[config.mk]
export PLATFORM = sky130hd
export DESIGN_NAME = one_shot_timer_pool_core_flat
export DESIGN_NICKNAME = d
export VERILOG_FILES = /design/src/sv/ostp_pkg.sv /design/src/sv/ostp_cmd_if.sv /design/src/sv/ostp_res_if.sv /design/src/sv/ostp_ram.sv /design/src/sv/ostp_obuf.sv /design/src/sv/ostp_seq.sv /design/src/sv/one_shot_timer_pool_core.sv /design/src/flat_wrapper.sv
export VERILOG_INCLUDE_DIRS = /design/src /design/src/sv
export SDC_FILE = /design/constraint.sdc
export NUM_CORES = 1
export LEC_CHECK = 0
export BUFFER_PORTS_ARGS = -buffer_cell sky130_fd_sc_hd__buf_2
export CORE_MARGIN = 2
export CORE_UTILIZATION = 60
export CTS_CLUSTER_DIAMETER = 80
export DETAILED_ROUTE_END_ITERATION = 10
export HOLD_SLACK_MARGIN = 0.03
export PLACE_DENSITY = 0.77
export SYNTH_ARGS = -nofsm -noshare
export SYNTH_HDL_FRONTEND = slang
export SYNTH_SLANG_ARGS = --single-unit
export TNS_END_PERCENT = 30
[constraint.sdc]
create_clock -name clk -period 8.85 [get_ports clk]
set_clock_uncertainty 0.15 [all_clocks]
set_input_delay 0.885 -clock clk [delete_from_list [all_inputs] [get_ports clk]]
set_output_delay 0.885 -clock clk [all_outputs]
set_load 0.005 [all_outputs]
[src/sv/one_shot_timer_pool_core_defines.svh]
// ----------------------------------------------------------------------------
// one_shot_timer_pool_core_defines: assertion macros
// shared concurrent assertion forms for the timer pool rtl
// ----------------------------------------------------------------------------
`ifndef ONE_SHOT_TIMER_POOL_CORE_DEFINES_SVH
`define ONE_SHOT_TIMER_POOL_CORE_DEFINES_SVH

// same-cycle implication, disabled while in reset
`define OSTP_ASSERT_IMP(lbl, clk, rst_n, ante, cons) \
	lbl: assert property (@(posedge clk) disable iff (!rst_n) (ante) |-> (cons)) \
		else $error("ostp: assertion failed");

// next-cycle implication, disabled while in reset
`define OSTP_ASSERT_NXT(lbl, clk, rst_n, ante, cons) \
	lbl: assert property (@(posedge clk) disable iff (!rst_n) (ante) |=> (cons)) \
		else $error("ostp: assertion failed");

`endif

[src/sv/ostp_pkg.sv]
// ----------------------------------------------------------------------------
// ostp_pkg: timer pool types and constants
// operation codes, result word layout and sequencer states
// ----------------------------------------------------------------------------
package ostp_pkg;

	localparam int unsigned OP_W       = 3;
	localparam int unsigned ID_W       = 4;
	localparam int unsigned TIME_W     = 32;
	localparam int unsigned SLOT_W     = 3;
	localparam int unsigned MAX_EVENTS = 8;
	localparam int unsigned EVT_CNT_W  = 3;

	typedef enum logic [OP_W-1:0] {
		OP_CREATE = 3'd0,
		OP_RUN    = 3'd1,
		OP_HALT   = 3'd2,
		OP_DELETE = 3'd3,
		OP_TICK   = 3'd4
	} op_t;

	typedef enum logic {
		KIND_REPLY  = 1'b0,
		KIND_EXPIRY = 1'b1
	} kind_t;

	typedef enum logic {
		ST_OK  = 1'b0,
		ST_ERR = 1'b1
	} status_t;

	typedef enum logic [2:0] {
		S_IDLE,
		S_FIND,
		S_RUN,
		S_SCAN,
		S_FLUSH,
		S_REPLY
	} seq_state_t;

	typedef struct packed {
		logic              kind;
		logic [SLOT_W-1:0] slot;
		logic              status;
		logic              last;
	} res_t;

endpackage

[src/sv/ostp_cmd_if.sv]
// ----------------------------------------------------------------------------
// ostp_cmd_if: command channel
// valid/ready channel carrying one timer operation per word
// ----------------------------------------------------------------------------
interface ostp_cmd_if import ostp_pkg::*; ();
	logic              valid;
	logic              ready;
	logic [OP_W-1:0]   op;
	logic [ID_W-1:0]   timer_id;
	logic [TIME_W-1:0] interval_ms;
	logic [TIME_W-1:0] now_ms;

	modport source (output valid, output op, output timer_id, output interval_ms,
		output now_ms, input ready);
	modport sink (input valid, input op, input timer_id, input interval_ms,
		input now_ms, output ready);
endinterface

[src/sv/ostp_res_if.sv]
// ----------------------------------------------------------------------------
// ostp_res_if: result channel
// valid/ready channel carrying replies and expiry events
// ----------------------------------------------------------------------------
interface ostp_res_if import ostp_pkg::*; ();
	logic              valid;
	logic              ready;
	logic              kind;
	logic [SLOT_W-1:0] slot;
	logic              status;
	logic              last;

	modport source (output valid, output kind, output slot, output status,
		output last, input ready);
	modport sink (input valid, input kind, input slot, input status,
		input last, output ready);
endinterface

[src/sv/ostp_ram.sv]
// ----------------------------------------------------------------------------
// ostp_ram: simple dual-port memory
// one write port, one read port, registered read data
// ----------------------------------------------------------------------------
module ostp_ram #(
	parameter int unsigned DEPTH = 8,
	parameter int unsigned WIDTH = 32,
	parameter int unsigned AW    = (DEPTH > 1) ? $clog2(DEPTH) : 1
) (
	input  logic             clk,
	input  logic             we,
	input  logic [AW-1:0]    waddr,
	input  logic [WIDTH-1:0] wdata,
	input  logic             re,
	input  logic [AW-1:0]    raddr,
	output logic [WIDTH-1:0] rdata
);

	logic [WIDTH-1:0] mem [DEPTH];

	always_ff @(posedge clk) begin
		if (we) begin
			mem[waddr] <= wdata;
		end
	end

	// read data holds while re is low
	always_ff @(posedge clk) begin
		if (re) begin
			rdata <= mem[raddr];
		end
	end

endmodule

[src/sv/ostp_obuf.sv]
// ----------------------------------------------------------------------------
// ostp_obuf: result output register
// one-word register that decouples the sequencer from the result sink
// ----------------------------------------------------------------------------
module ostp_obuf import ostp_pkg::*; (
	input  logic clk,
	input  logic arst_n,
	input  logic in_valid,
	output logic in_ready,
	input  res_t in_word,
	ostp_res_if.source rsp
);

	logic full_q;
	res_t word_q;

	// take a new word when empty or when the held one leaves this cycle
	assign in_ready = !full_q || rsp.ready;

	always_ff @(posedge clk or negedge arst_n) begin
		if (!arst_n) begin
			full_q <= 1'b0;
		end else if (in_ready) begin
			full_q <= in_valid;
		end
	end

	always_ff @(posedge clk) begin
		if (in_valid && in_ready) begin
			word_q <= in_word;
		end
	end

	assign rsp.valid  = full_q;
	assign rsp.kind   = word_q.kind;
	assign rsp.slot   = word_q.slot;
	assign rsp.status = word_q.status;
	assign rsp.last   = word_q.last;

endmodule

[src/sv/ostp_seq.sv]
// ----------------------------------------------------------------------------
// ostp_seq: timer pool sequencer
// per-slot flags, operation decode, free-slot search and expiry scan
// ----------------------------------------------------------------------------
`include "one_shot_timer_pool_core_defines.svh"

module ostp_seq import ostp_pkg::*; #(
	parameter int unsigned NUM_TIMERS = 8,
	parameter int unsigned IW = (NUM_TIMERS > 1) ? $clog2(NUM_TIMERS) : 1
) (
	input  logic clk,
	input  logic arst_n,
	ostp_cmd_if.sink cmd,
	// interval memory
	output logic              ivl_we,
	output logic [IW-1:0]     ivl_waddr,
	output logic [TIME_W-1:0] ivl_wdata,
	output logic              ivl_re,
	output logic [IW-1:0]     ivl_raddr,
	input  logic [TIME_W-1:0] ivl_rdata,
	// deadline memory
	output logic              dl_we,
	output logic [IW-1:0]     dl_waddr,
	output logic [TIME_W-1:0] dl_wdata,
	output logic              dl_re,
	output logic [IW-1:0]     dl_raddr,
	input  logic [TIME_W-1:0] dl_rdata,
	// result word
	output logic res_valid,
	input  logic res_ready,
	output res_t res_word
);

	localparam int unsigned CW = $clog2(NUM_TIMERS + 1);
	localparam int unsigned XW = (CW > ID_W) ? CW : ID_W;
	localparam logic [CW-1:0] SLOT_CNT = CW'(NUM_TIMERS);

	seq_state_t state_q, state_d;

	logic [NUM_TIMERS-1:0] alloc_q;
	logic [NUM_TIMERS-1:0] armed_q;
	logic [TIME_W-1:0]     now_q;
	logic [TIME_W-1:0]     ivl_q;
	logic [IW-1:0]         idx_q;
	logic [SLOT_W-1:0]     slot_q;
	logic                  status_q;
	logic [CW-1:0]         iss_q;
	logic                  chk_v_s1;
	logic [IW-1:0]         chk_idx_s1;
	logic                  pend_v_q;
	logic [IW-1:0]         pend_idx_q;
	logic [EVT_CNT_W-1:0]  ev_cnt_q;

	logic          accept;
	logic [XW-1:0] id_x;
	logic          id_ok;
	logic [IW-1:0] id_idx;
	logic          is_slot_op;
	logic          iss_live;
	logic [IW-1:0] iss_idx;
	logic          free_hit;
	logic          exp_hit;
	logic          stall;
	logic          hit_go;
	logic          ev_full;
	logic          scan_done;

	assign cmd.ready  = (state_q == S_IDLE);
	assign accept     = cmd.valid && cmd.ready;
	assign id_x       = XW'(cmd.timer_id);
	assign id_ok      = id_x < XW'(NUM_TIMERS);
	assign id_idx     = IW'(cmd.timer_id);
	assign is_slot_op = (cmd.op inside {OP_RUN, OP_HALT, OP_DELETE});

	assign iss_live  = iss_q < SLOT_CNT;
	assign iss_idx   = iss_q[IW-1:0];
	assign free_hit  = !alloc_q[iss_idx];
	assign exp_hit   = chk_v_s1 && alloc_q[chk_idx_s1] && armed_q[chk_idx_s1]
		&& (now_q > dl_rdata);
	assign stall     = exp_hit && pend_v_q && !res_ready;
	assign hit_go    = (state_q == S_SCAN) && exp_hit && !stall;
	assign ev_full   = ev_cnt_q == EVT_CNT_W'(MAX_EVENTS - 1);
	assign scan_done = !iss_live && !chk_v_s1;

	// next state
	always_comb begin
		state_d = state_q;
		unique case (state_q)
			S_IDLE: begin
				if (accept) begin
					unique case (cmd.op)
						OP_CREATE: state_d = (cmd.interval_ms == '0) ? S_REPLY : S_FIND;
						OP_RUN:    state_d = (id_ok && alloc_q[id_idx]) ? S_RUN : S_REPLY;
						OP_TICK:   state_d = S_SCAN;
						default:   state_d = S_REPLY;
					endcase
				end
			end
			S_FIND: begin
				if (!iss_live || free_hit) state_d = S_REPLY;
			end
			S_RUN: state_d = S_REPLY;
			S_SCAN: begin
				if (hit_go && ev_full) begin
					state_d = S_FLUSH;
				end else if (scan_done) begin
					state_d = pend_v_q ? S_FLUSH : S_IDLE;
				end
			end
			S_FLUSH: begin
				if (res_ready) state_d = S_IDLE;
			end
			S_REPLY: begin
				if (res_ready) state_d = S_IDLE;
			end
			default: state_d = S_IDLE;
		endcase
	end

	// outputs: result word and memory ports
	always_comb begin
		res_valid       = 1'b0;
		res_word.kind   = KIND_REPLY;
		res_word.slot   = slot_q;
		res_word.status = status_q;
		res_word.last   = 1'b1;
		ivl_we    = 1'b0;
		ivl_waddr = iss_idx;
		ivl_wdata = ivl_q;
		ivl_re    = 1'b0;
		ivl_raddr = id_idx;
		dl_we     = 1'b0;
		dl_waddr  = idx_q;
		dl_wdata  = now_q + ivl_rdata;
		dl_re     = 1'b0;
		dl_raddr  = iss_idx;
		unique case (state_q)
			S_IDLE: begin
				ivl_re = accept && (cmd.op == OP_RUN) && id_ok;
			end
			S_FIND: begin
				ivl_we = iss_live && free_hit;
			end
			S_RUN: begin
				dl_we = 1'b1;
			end
			S_SCAN: begin
				// a new hit pushes the held event out as a non-final word
				res_valid       = exp_hit && pend_v_q;
				res_word.kind   = KIND_EXPIRY;
				res_word.slot   = SLOT_W'(pend_idx_q);
				res_word.status = ST_OK;
				res_word.last   = 1'b0;
				dl_re           = iss_live && !stall && !(hit_go && ev_full);
			end
			S_FLUSH: begin
				res_valid       = 1'b1;
				res_word.kind   = KIND_EXPIRY;
				res_word.slot   = SLOT_W'(pend_idx_q);
				res_word.status = ST_OK;
				res_word.last   = 1'b1;
			end
			S_REPLY: begin
				res_valid = 1'b1;
			end
			default: begin
				res_valid = 1'b0;
			end
		endcase
	end

	// control state
	always_ff @(posedge clk or negedge arst_n) begin
		if (!arst_n) begin
			state_q  <= S_IDLE;
			alloc_q  <= '0;
			armed_q  <= '0;
			iss_q    <= '0;
			chk_v_s1 <= 1'b0;
			pend_v_q <= 1'b0;
			ev_cnt_q <= '0;
		end else begin
			state_q <= state_d;
			if (accept) begin
				iss_q    <= '0;
				chk_v_s1 <= 1'b0;
				pend_v_q <= 1'b0;
				ev_cnt_q <= '0;
				if (id_ok && (cmd.op == OP_HALT)) begin
					armed_q[id_idx] <= 1'b0;
				end
				if (id_ok && (cmd.op == OP_DELETE)) begin
					alloc_q[id_idx] <= 1'b0;
					armed_q[id_idx] <= 1'b0;
				end
			end
			if (state_q == S_FIND && iss_live) begin
				if (free_hit) begin
					alloc_q[iss_idx] <= 1'b1;
					armed_q[iss_idx] <= 1'b0;
				end else begin
					iss_q <= iss_q + 1'b1;
				end
			end
			if (state_q == S_RUN) begin
				armed_q[idx_q] <= 1'b1;
			end
			if (state_q == S_SCAN && !stall) begin
				chk_v_s1 <= iss_live;
				if (iss_live) iss_q <= iss_q + 1'b1;
				if (hit_go) begin
					alloc_q[chk_idx_s1] <= 1'b0;
					armed_q[chk_idx_s1] <= 1'b0;
					pend_v_q            <= 1'b1;
					ev_cnt_q            <= ev_cnt_q + 1'b1;
				end
			end
		end
	end

	// payload
	always_ff @(posedge clk) begin
		if (accept) begin
			now_q    <= cmd.now_ms;
			ivl_q    <= cmd.interval_ms;
			idx_q    <= id_idx;
			slot_q   <= '0;
			status_q <= (is_slot_op && id_ok) ? ST_OK : ST_ERR;
		end
		if (state_q == S_FIND && iss_live && free_hit) begin
			slot_q   <= SLOT_W'(iss_idx);
			status_q <= ST_OK;
		end
		if (state_q == S_SCAN && !stall) begin
			chk_idx_s1 <= iss_idx;
			if (hit_go) pend_idx_q <= chk_idx_s1;
		end
	end

	`OSTP_ASSERT_IMP(a_armed_in_alloc, clk, arst_n, 1'b1, (armed_q & ~alloc_q) == '0)
	`OSTP_ASSERT_IMP(a_expiry_ok, clk, arst_n, res_valid && res_word.kind, !res_word.status)
	`OSTP_ASSERT_NXT(a_hit_frees, clk, arst_n, hit_go, !alloc_q[$past(chk_idx_s1)])
	`OSTP_ASSERT_NXT(a_create_takes, clk, arst_n, ivl_we, alloc_q[$past(ivl_waddr)] && !armed_q[$past(ivl_waddr)])

endmodule

[src/sv/one_shot_timer_pool_core.sv]
// ----------------------------------------------------------------------------
// one_shot_timer_pool_core: pool of one-shot millisecond timers
// create, run, halt, delete and tick over NUM_TIMERS slots
// ----------------------------------------------------------------------------
// One command word is taken at a time; cmd.ready is high only while the pool
// is idle. Halt, delete and rejected commands go from accept straight to the
// reply word, run of an allocated slot passes through an interval read and a
// deadline write, and create with a nonzero interval walks occupied slots
// until a free one is found (the whole pool when it is full). A tick walks the
// deadline memory one slot per cycle through its single read port, unless a
// new hit waits on a stalled result sink; when slots expire, the final event
// follows from a flush state after the walk ends. A tick with no expired slot
// gives no word at all, otherwise its final event carries last. At most 8
// events come from one tick; the walk stops at the eighth and further expired
// slots stay armed for the next tick. The allocated and armed flags are
// flip-flops cleared by reset, so the pool is usable as soon as reset is
// released, with no clearing pass. Result words leave through a one-word
// output register, so the next command can be accepted while the previous
// reply waits.

module one_shot_timer_pool_core import ostp_pkg::*; #(
	parameter int unsigned NUM_TIMERS = 8
) (
	input  logic clk,
	input  logic arst_n,
	ostp_cmd_if.sink   cmd,
	ostp_res_if.source rsp
);

	// slot index width
	localparam int unsigned IW = (NUM_TIMERS > 1) ? $clog2(NUM_TIMERS) : 1;

	// interval memory: written by create, read by run
	logic              ivl_we;
	logic [IW-1:0]     ivl_waddr;
	logic [TIME_W-1:0] ivl_wdata;
	logic              ivl_re;
	logic [IW-1:0]     ivl_raddr;
	logic [TIME_W-1:0] ivl_rdata;

	// deadline memory: written by run, swept by tick
	logic              dl_we;
	logic [IW-1:0]     dl_waddr;
	logic [TIME_W-1:0] dl_wdata;
	logic              dl_re;
	logic [IW-1:0]     dl_raddr;
	logic [TIME_W-1:0] dl_rdata;

	// sequencer to output register
	logic res_valid;
	logic res_ready;
	res_t res_word;

	// control: decode, flags, free-slot walk and expiry scan;
	// commands are strictly serial, so no memory entry is read and
	// written in overlapping cycles and no forwarding is needed
	ostp_seq #(
		.NUM_TIMERS (NUM_TIMERS),
		.IW         (IW)
	) u_seq (
		.clk       (clk),
		.arst_n    (arst_n),
		.cmd       (cmd),
		.ivl_we    (ivl_we),
		.ivl_waddr (ivl_waddr),
		.ivl_wdata (ivl_wdata),
		.ivl_re    (ivl_re),
		.ivl_raddr (ivl_raddr),
		.ivl_rdata (ivl_rdata),
		.dl_we     (dl_we),
		.dl_waddr  (dl_waddr),
		.dl_wdata  (dl_wdata),
		.dl_re     (dl_re),
		.dl_raddr  (dl_raddr),
		.dl_rdata  (dl_rdata),
		.res_valid (res_valid),
		.res_ready (res_ready),
		.res_word  (res_word)
	);

	// per-slot intervals, contents undefined until create writes them
	ostp_ram #(
		.DEPTH (NUM_TIMERS),
		.WIDTH (TIME_W),
		.AW    (IW)
	) u_ivl_ram (
		.clk   (clk),
		.we    (ivl_we),
		.waddr (ivl_waddr),
		.wdata (ivl_wdata),
		.re    (ivl_re),
		.raddr (ivl_raddr),
		.rdata (ivl_rdata)
	);

	// per-slot deadlines, read for every slot that a tick walks
	ostp_ram #(
		.DEPTH (NUM_TIMERS),
		.WIDTH (TIME_W),
		.AW    (IW)
	) u_dl_ram (
		.clk   (clk),
		.we    (dl_we),
		.waddr (dl_waddr),
		.wdata (dl_wdata),
		.re    (dl_re),
		.raddr (dl_raddr),
		.rdata (dl_rdata)
	);

	// output register toward the result sink
	ostp_obuf u_obuf (
		.clk      (clk),
		.arst_n   (arst_n),
		.in_valid (res_valid),
		.in_ready (res_ready),
		.in_word  (res_word),
		.rsp      (rsp)
	);

endmodule
[src/flat_wrapper.sv]
// flat-port wrapper written by rule: the top's interface ports become plain ports
module one_shot_timer_pool_core_flat import ostp_pkg::*;
#(
	parameter int unsigned NUM_TIMERS = 8
)
  (clk, arst_n, cmd_valid, cmd_op, cmd_timer_id, cmd_interval_ms, cmd_now_ms, cmd_ready, rsp_valid, rsp_kind, rsp_slot, rsp_status, rsp_last, rsp_ready);
  ostp_cmd_if cmd_i ();
  ostp_res_if rsp_i ();
  input  logic clk;
  input  logic arst_n;
  input wire logic [$bits(cmd_i.valid)-1:0] cmd_valid;
  input wire logic [$bits(cmd_i.op)-1:0] cmd_op;
  input wire logic [$bits(cmd_i.timer_id)-1:0] cmd_timer_id;
  input wire logic [$bits(cmd_i.interval_ms)-1:0] cmd_interval_ms;
  input wire logic [$bits(cmd_i.now_ms)-1:0] cmd_now_ms;
  output wire logic [$bits(cmd_i.ready)-1:0] cmd_ready;
  output wire logic [$bits(rsp_i.valid)-1:0] rsp_valid;
  output wire logic [$bits(rsp_i.kind)-1:0] rsp_kind;
  output wire logic [$bits(rsp_i.slot)-1:0] rsp_slot;
  output wire logic [$bits(rsp_i.status)-1:0] rsp_status;
  output wire logic [$bits(rsp_i.last)-1:0] rsp_last;
  input wire logic [$bits(rsp_i.ready)-1:0] rsp_ready;
  assign cmd_i.valid = cmd_valid;
  assign cmd_i.op = cmd_op;
  assign cmd_i.timer_id = cmd_timer_id;
  assign cmd_i.interval_ms = cmd_interval_ms;
  assign cmd_i.now_ms = cmd_now_ms;
  assign cmd_ready = cmd_i.ready;
  assign rsp_valid = rsp_i.valid;
  assign rsp_kind = rsp_i.kind;
  assign rsp_slot = rsp_i.slot;
  assign rsp_status = rsp_i.status;
  assign rsp_last = rsp_i.last;
  assign rsp_i.ready = rsp_ready;
  one_shot_timer_pool_core #(.NUM_TIMERS(NUM_TIMERS)) u_core (.clk(clk), .arst_n(arst_n), .cmd(cmd_i), .rsp(rsp_i));
endmodule
## Yosys cells after proc, flatten, opt, wreduce, memory -nomap -nowiden

Memories as Yosys holds them, arrays and structs flattened. A register that Yosys moved wholly into a read port is not among the register bits.
Cells that the tools add are included.

- Memories: 2
- Output and inout port bits: 8
- Bits in writable memories: 512
- Bits in latches: 0
- Bits in read-only memories: 0
- Flip-flop bits (word level): 112
- Logic and storage cells: 172

Memory list:

| memory | words | bits a word | rd ports | clocked after memory_dff | wr ports | RTL line | text |
|---|---|---|---|---|---|---|---|
| u_core.u_dl_ram.mem | 8 | 32 | 1 | 1 | 1 | ostp_ram.sv:19 | `logic [WIDTH-1:0] mem [DEPTH];` |
| u_core.u_ivl_ram.mem | 8 | 32 | 1 | 1 | 1 | ostp_ram.sv:19 |  |

- Bitwise gates (word level): 11
- Add/sub/neg operators: 3
- Divide/modulo/power cells: 0
- Muxes and demuxes: 67
- $lt $le $gt $ge: 11
- Shift-type cells: 0
- $mul: 0
- Reduce and logical (&&, ||, !) cells: 45
- Eq/ne operators: 14

Operator list:

| cell | number |
|---|---|
| 2-to-1 mux 8 bit | 15 |
| AND 8 bit | 6 |
| 2-to-1 mux 3 bit | 13 |
| adder 32 bit | 1 |
| greater-than comparator 32 bit | 1 |
| zero test 32 bit | 1 |
| logical AND 1 bit | 27 |
| inverter 8 bit | 3 |
| 2-to-1 mux 1 bit | 22 |
| 2-to-1 mux 4 bit | 5 |
| < comparator 3 x 4 -> 1 bit, second input constant | 4 |
| OR 8 bit | 2 |
| one-hot mux 3 bit (5 select lines) | 1 |
| binary-select mux 1 bit (select 3 bit) | 4 |
| demux 1 bit (select 3 bit) | 4 |
| == test 3 x 2 -> 1 bit, second input constant | 4 |
| == test 3 bit, second input constant | 4 |
| >= comparator 3 x 1 -> 1 bit, second input constant | 4 |
| one-hot mux 6 bit (2 select lines) | 1 |
| one-hot mux 3 bit (3 select lines) | 1 |
| < comparator 4 bit, second input constant | 2 |
| zero test 1 bit | 7 |
| == test 3 x 1 -> 1 bit, second input constant | 2 |
| zero test 3 bit | 2 |
| other kinds (12) | 15 |

## Longest topological paths before layout

Gate-level depths: netlist of the first run.

- Depth in word-level cells: 19
- Mapped depth: 11
- Depth with buffers taken out: 11

## Hierarchy

Synthesis of the first run repeated with hierarchy kept, for this count alone.

- Cell total of the unflattened synthesis: 1,529
- Area total of the unflattened synthesis: 28,716.3 µm²

By module, submodules not included:

| module | instances | cells each | area an instance (µm²) | sequential area each (µm²) |
|---|---|---|---|---|
| ostp_ram | 2 | 415 | 10,786.6 | 8,648.3 |
| ostp_seq | 1 | 689 | 6,909.1 | 3,002.9 |
| ostp_obuf | 1 | 10 | 234.0 | 205.2 |

## Worst setup path before layout of the first run

OpenSTA, ideal clock, no wires.

- Path type: flip-flop to flip-flop
- Start: register u_core.u_seq.state_q[1]
- End: memory u_core.u_dl_ram.mem[0][0] (enable)
- Data arrival time: 3.518 ns
- Path slack: 4.719 ns
- Required time: 8.237 ns
- Cell stages (with the launch flop): 4
- Period minus slack after synthesis: 4.131 ns
- Cells stage by stage: dfrtp_1 > clkbuf_1 > or4b_2 > nor3_1

- Longest elaborated chain between the ends: 4

Ends and longest elaborated chain:

| what | RTL line | text |
|---|---|---|
| from (decl) | ostp_seq.sv:38 | `seq_state_t state_q, state_d;` |
| from (signal assigned) | ostp_seq.sv:183 | `state_q <= state_d;` |
| == test 3 x 2 -> 1 bit | ostp_seq.sv:137 | `unique case (state_q)` |
| 2-to-1 mux 1 bit | ostp_seq.sv:137 |  |
| 2-to-1 mux 1 bit | ostp_ram.sv:22 | `if (we) begin` |
| 2-to-1 mux 1 bit (implied by the code) | ostp_ram.sv:23 | `mem[waddr] <= wdata;` |
| to (decl) | ostp_ram.sv:19 |  |

No other way between the ends.

## Worst setup path in the final report of the first run

- Start: register u_core.u_seq.now_q[11]
- End: register u_core.u_dl_ram.rdata[7] (read register of u_core.u_dl_ram.mem) (enable)

- Longest elaborated chain between the ends: 10
- Elaborated cells between the ends (all ways): 12
- Classes of those cells: order compare: 1; mux: 1; reduce/logical: 10

Ends and longest elaborated chain:

| what | RTL line | text |
|---|---|---|
| from (decl) | ostp_seq.sv:42 | `logic [TIME_W-1:0] now_q;` |
| from (signal assigned) | ostp_seq.sv:224 | `now_q <= cmd.now_ms;` |
| greater-than comparator 32 bit (*) | ostp_seq.sv:79 | `&& (now_q > dl_rdata);` |
| logical AND 1 bit (*) | ostp_seq.sv:79 |  |
| logical AND 1 bit (2 in series) | ostp_seq.sv:80 | `assign stall = exp_hit && pend_v_q && !res_ready;` |
| zero test 1 bit | ostp_seq.sv:81, ostp_seq.sv:154 |  |
| logical AND 1 bit | ostp_seq.sv:81 | `assign hit_go = (state_q == S_SCAN) && exp_hit && !stall;` |
| logical AND 1 bit | ostp_seq.sv:154 | `dl_re = iss_live && !stall && !(hit_go && ev_full);` |
| zero test 1 bit | ostp_seq.sv:154 |  |
| logical AND 1 bit (*) | ostp_seq.sv:154 |  |
| 2-to-1 mux 1 bit (*) | ostp_seq.sv:137 |  |
| net u_core.dl_re | one_shot_timer_pool_core.sv:45 | `logic dl_re;` |
| to (decl) | ostp_ram.sv:16 | `output logic [WIDTH-1:0] rdata` |

The timed path passes the listed nets; every way through them passes the cells marked *.
A chain may end at the register's enable or synchronous reset.

==> results of run 1 <==
-- cells in the final DEF, fill, tap and decap left out, types with 8 or more instances in the layout --
cell | Yosys | routed
dfrtp_1 | 29 | 26
nor4_1 | 9 | 9
xnor2_1 | 19 | 19
bufinv_16 | 0 | 14
clkbuf_1 | 79 | 10
buf_2 | 11 | 82
mux2i_1 | 73 | 73
ha_1 | 66 | 66
clkbuf_16 | 0 | 71
nor2b_1 | 12 | 11
a21o_1 | 23 | 23
a22o_1 | 33 | 33
clkinv_1 | 2 | 11
and3_1 | 11 | 9
o21ai_0 | 50 | 50
edfxtp_1 | 658 | 658
nor2_1 | 55 | 44
nor2_4 | 0 | 8
clkinv_2 | 0 | 10
nor3_1 | 49 | 46
and2_1 | 9 | 9
a21oi_1 | 53 | 53
nand4_1 | 41 | 41
nand2_1 | 97 | 97
a31oi_1 | 19 | 19
buf_4 | 0 | 29
a221o_1 | 34 | 34
mux2_2 | 37 | 37
a22oi_1 | 130 | 130
inv_1 | 53 | 52
nand3_1 | 11 | 11
-- worst max-delay path by stage --
stage | from | endpoint | slack (ps)
3_3_place_gp | u_core.u_seq.now_q[11]$_DFFE_PP_ | u_core.u_dl_ram.rdata[7]$_DFFE_PP_ | 5050
4_1_cts | u_core.u_seq.now_q[11]$_DFFE_PP_ | u_core.u_dl_ram.rdata[5]$_DFFE_PP_ | 4930
6_report | u_core.u_seq.now_q[11]$_DFFE_PP_ | u_core.u_dl_ram.rdata[7]$_DFFE_PP_ | 4880
3_5_place_dp | u_core.u_seq.now_q[11]$_DFFE_PP_ | u_core.u_dl_ram.rdata[6]$_DFFE_PP_ | 4950
2_1_floorplan | u_core.u_seq.state_q[1]$_DFFE_PN0P_ | u_core.u_dl_ram.mem[0][0]$_DFFE_PP_ | 4720
5_1_grt | u_core.u_seq.now_q[10]$_DFFE_PP_ | u_core.u_dl_ram.rdata[6]$_DFFE_PP_ | 4740
-- cell type report --
cell class,instances,area share (%)
diodes,1,0.007909
clock buffers,82,5.777
clock inverters,43,1.894
inverters,57,0.6802
multi-input cells,943,22.41
flip-flops and latches,688,64.84
well taps,607,2.400
repair buffers,111,1.985
-- report_power, final --
part           switching [W]  internal (W)
clock                0.00120       0.00189
sequential          0.000260       0.00396
combinational       0.000933      0.000579
total                0.00239       0.00643
-- logic make-up after synthesis --
group           share of synthesized area (%)
buf+inv                                 2.042
simple gates                            6.059
mux                                     4.169
fa+ha+maj                               3.014
xor+xnor                               0.7178
flops                                   73.07
compound gates                          10.93
-- worst reg2reg max path: stages (launching register included) --
cell and delay, ps:
edfxtp_1 400, ha_1 330, nand3_1 130, nor3_1 430, a21bo_2 280, a31o_2 240
a21o_2 280, nor2_2 650, nand2_1 110, and3_2 550
-- state kept, by name (all words and copies together), names as in the netlist, 4 cells and up --
name,count
u_core.u_seq.armed_q,8
u_core.u_dl_ram.mem,256
u_core.u_seq.iss_q,4
u_core.u_ivl_ram.mem,256
u_core.u_seq.ivl_wdata,32
u_core.u_dl_ram.rdata,32
u_core.u_seq.alloc_q,8
u_core.u_seq.now_q,32
u_core.u_ivl_ram.rdata,32
-- per-layer routing --
metal | global-route usage, % | share of wire (%) | up-vias
li1 | - | - | 7265
met1 | 36.57 | 39 | 8043
met2 | 43.99 | 48 | 896
met3 | 5.292 | 8.4 | 172
met4 | 11.43 | 3.9 | 0
met5 | 0 | 0 | -
-- per-stage QoR --
stage	hold WS (ps)	util (%)	worst slack, ps	cell area [µm²]	std cells
5_1_grt	234.8	68.25	4742	31640	2531
3_5_place_dp	336.9	63.01	4952	29210	2406
6_report	200.5	68.25	4881	31640	2532
3_3_place_gp	325.0	63.01	5052	29210	2406
2_1_floorplan	270.6	-	4719	28060	1780
4_1_cts	186.3	68.25	4929	31640	2531
==> impl_metrics.toml, run 1 <==
[synthesis]
async_reset_ff_share_pct = 4.215
synthesis.area_mm2 = 0.02806
syn_nets = 1922
syn_inst = 1780
ys_ff_latch = 688
synth.distinct_cells = 87
ys_seq_area_share_pct = 73.07
netlist_top_cells_area = "edfxtp_1, a22oi_1, ha_1"
synthTopCellsByCount = "edfxtp_1, a22oi_1, nand2_1, clkbuf_1, mux2i_1"
yosys.area.top_type = "edfxtp_1"
avgSynthCellArea_um2 = 15.77
synth_top_cell_area_share_pct = 70.41
synth_ff_type = "edfxtp_1"
synth_edf_count = 658
synth.most_common_cell = "edfxtp_1"
synth-warning-count = 0

[setup_path]
r2r-start = "u_core.u_seq.now_q[11]$_DFFE_PP_"
crit_cells = 9
cp_data_required_time_ps = 8900
r2r-end = "u_core.u_dl_ram.rdata[7]$_DFFE_PP_"
r2r_cells = 9
crit_family = "simple AND/OR/NAND/NOR gates"
worstSetupStartpointType = "register"
cp_slowest_cell = "nor2_2"
crit_arrival_ps = 4020
crit_chain = "ha_1, nand3_1, nor3_1, a21bo_2, a31o_2, a21o_2, nor2_2, nand2_1, and3_2"
critPathCaptureType = "register"
worst_path_largest_cell_delay_ps = 650
crit_type = "register to register"
cp_num_buf_inv = 0
path_max_fanout = 32
r2r_setup_slack_ps = 4880

[clocking]
post_cts_resized = 0
cts_buffers = 68
cts_buffer_depth = 3
postCtsHoldBufs = 0
clkTransAtPathRegs_ps = 70
cts_tree = "built"
cts_htree_levels = 3
root_buffer = "clkbuf_16"
clkLatencyLatePin_ps = 590
cts.sinks = 688
cts_setup_buffers = 0

[power]
cellPowerDensity_mw_per_mm2 = 278.8
p_leak_nw = 10.88
total_power_w = 0.008822
ir_worst_vdd_mv = 0.2167

[cells_and_area]
drive_gt1_share_pct = 16.22
multiInputGateArea_mm2 = 0.007092
register_area_mm2 = 0.02052
final_nets = 2011
synthToLayoutAreaGrowth_pct = 12.75
fillCellCount = 2958

[timing]
period_share_pct = 44.85
finalSetupViolCount = 0
finalCriticalPeriod_ps = 3969
drv_slew = 0
fmaxAchievable_mhz = 251.9
worstMarginPinSlew_ps = 1113
hold_violations = 0
rsz0062_at_grt = "false"
finalSetupTns_ps = 0
slew_headroom_pct = 25.80

[floorplanning]
start_util_pct = 60.53
die_y_um = 220.3
die_x_um = 220.3
die_area_mm2 = 0.04852
rows = 79
ios = 83
core_area_mm2 = 0.04636

[global_routing]
grt_antenna_before_repair = 0
grt_start_max_net_pins = 73
grt_use_total_pct = 27.21
grt_pass1_wl_um = 96720
grt_pass1_vias = 16110
grt_overflow_total = 0

[detailed_routing]
routed_via_density = 6.468
antenna_left = 0
routed_wl_um = 65150
drt-initial-drc-count = 1739
wl_per_cell_um = 25.73
drc = 0
dr.pass1.iters = 6
num_vias = 16380

[placed_design]
place_congestion = 0.9029
io_buffers = 82
dpl.hpwl_um = 37240

[flow_run]
drv_cap = 0

[outcome]
status = "complete, no violations"

[hold_path]
min_path_type = "primary input to async pin"
Note: power is estimated with default switching activity, not from simulation.
==> run 2, diff against run 1 <==
==> constraint.sdc (replaced) <==
create_clock -name clk -period 3.9 [get_ports clk]
set_clock_uncertainty 0.15 [all_clocks]
set_input_delay 0.39 -clock clk [delete_from_list [all_inputs] [get_ports clk]]
set_output_delay 0.39 -clock clk [all_outputs]
set_load 0.005 [all_outputs]
==> run 2 against run 1 <==
Against the previous run:
- non-clock buffer count increased by 86
- flip-flop and latch count unchanged
- sequential share of layout area decreased by 1.4 points
- clock power increased by 100%
- core utilization increased by 1.5 points
- register-to-register slack got worse by 4500 ps
- final area increased by 2.2%
- via count increased by 3.4%
- wire length increased by 5.0%
==> impl_metrics.toml, run 2 (same netlist as run 1, synthesis figures left out) <==
[detailed_routing]
routed_wl_um = 68440
drc = 0
wl_per_cell_um = 26.14
drt-initial-drc-count = 2014
dr.pass1.iters = 5
antenna_left = 0
num_vias = 16940
routed_via_density = 6.469

[placed_design]
dpl.hpwl_um = 39440
placed_area_mm2 = 0.02947
place_congestion = 0.9166
io_buffers = 82

[setup_path]
cp_data_required_time_ps = 4040
critPathCaptureType = "register"
r2r_cells = 11
r2r_setup_slack_ps = 370
path_max_fanout = 8
worstSetupStartpointType = "register"
crit_type = "register to register"
r2r-start = "u_core.u_seq.now_q[0]$_DFFE_PP_"
r2r-end = "u_core.u_dl_ram.mem[1][26]$_DFFE_PP_"
crit_arrival_ps = 3670

[timing]
finalSetupTns_ps = 0
finalSetupViolCount = 0
worstMarginPinSlew_ps = 942.0
period_share_pct = 90.61
slew_headroom_pct = 37.05
hold_ws_ps = 69.53
fmaxAchievable_mhz = 283.0
rsz0062_at_grt = "false"
hold_violations = 0
drv_slew = 0
finalCriticalPeriod_ps = 3534

[clocking]
cts_tree = "built"
cts_htree_levels = 3
clkLatencyLatePin_ps = 610
cts_buffer_depth = 3
clkTransAtPathRegs_ps = 60
cts.sinks = 688
cts_buffers = 70
root_buffer = "clkbuf_16"

[hold_path]
hold_end = "u_core.u_seq.state_q[1]$_DFFE_PN0P_"
min_from = "cmd_op[0]"
min_path_type = "primary input to register"
whs_path_depth = 3

[global_routing]
grt_use_total_pct = 28.94
grt_pass1_wl_um = 102500
grt_antenna_before_repair = 2
grt_overflow_total = 0
grt_pass1_vias = 16840
grt_start_max_net_pins = 106

[cells_and_area]
final_cell_mix = "edfxtp_1, a22oi_1, nand2_1"
diodes = 0
final_nets = 2099
final_area_mm2 = 0.03232
reg_top3 = "u_core.u_dl_ram.mem (256), u_core.u_ivl_ram.mem (256)"
synthToLayoutAreaGrowth_pct = 15.19
drive_gt1_share_pct = 16.01
post-route-util_pct = 69.73
final_common_cell = "edfxtp_1"

[power]
ir_worst_vdd_mv = 0.5723
p_leak_nw = 11.15
cellPowerDensity_mw_per_mm2 = 603.5
total_power_w = 0.01951

[flow_run]
drv_cap = 0

[floorplanning]
rows = 79
die_x_um = 220.3
die_y_um = 220.3
ios = 83
start_util_pct = 60.53
die_area_mm2 = 0.04852
core_area_mm2 = 0.04636

[outcome]
status = "complete, no violations"
## run 2: power breakdown
part | leakage (nW) | internal [W] | total (W) | switching [W]
clock | 1.05 | 0.00358 | 0.00633 | 0.00274
sequential | 6.31 | 0.00898 | 0.00939 | 0.000413
combinational | 3.78 | 0.00143 | 0.00379 | 0.00235
total | 11.1 | 0.0140 | 0.0195 | 0.00551
## run 2: cell type report
class	instances	area [µm²]
Fill cell	2882	14030
Timing Repair Buffer	197	1572
Clock inverter	36	234.0
Clock buffer	90	1932
Tap cell	607	759.5
Sequential cell	688	20520
Multi-Input combinational cell	943	7096
Inverter	57	215.2
## run 2: what timing repair did
item                       4_1_cts  5_1_grt
resized for setup                0        0
hold buffers                    69        0
setup endpoints to repair        0        0
setup buffers                    0        0
hold endpoints to repair        97        0
## run 2: metrics by stage
| stage | cells | setup WS (ps) |
|---|---|---|
| floorplan | 1780 | 195.0 |
| global placement | 2423 | 625.4 |
| detailed placement | 2423 | 442.5 |
| CTS | 2618 | 407.8 |
| global route | 2618 | 175.4 |
| finish | 2618 | 366.3 |
## run 2: critical path: stages, from the launching register on
cell and delay [ps]:
edfxtp_1 370, ha_1 200, inv_1 60, fa_1 400, nor2b_1 180, o31a_1 220
o311a_1 260, nor2_1 90, o311ai_1 440, a22o_1 230, a21oi_1 80, xnor2_1 540
## run 2: how the worst max path moves through the flow
stage,startpoint,end,slack (ps),cells after the start
finish,u_core.u_seq.now_q[0]$_DFFE_PP_,u_core.u_dl_ram.mem[1][26]$_DFFE_PP_,370,11
global route,u_core.u_seq.now_q[0]$_DFFE_PP_,u_core.u_dl_ram.mem[2][30]$_DFFE_PP_,180,11
CTS,u_core.u_seq.now_q[0]$_DFFE_PP_,u_core.u_dl_ram.mem[3][24]$_DFFE_PP_,410,11
detailed placement,u_core.u_seq.now_q[0]$_DFFE_PP_,u_core.u_dl_ram.mem[6][30]$_DFFE_PP_,440,11
global placement,u_core.u_seq.now_q[11]$_DFFE_PP_,u_core.u_dl_ram.rdata[5]$_DFFE_PP_,630,11
floorplan,u_core.u_seq.state_q[2]$_DFFE_PN0P_,u_core.u_dl_ram.mem[1][0]$_DFFE_PP_,190,4
## run 2: metal layers
metal / up-vias / track usage (%) / wire length [µm]
li1: 7439 / - / -
met1: 8539 / 38.48 / 26800
met2: 813 / 47.72 / 33910
met3: 142 / 5.333 / 5471
met4: 2 / 11.57 / 2242
met5: - / 0 / 12
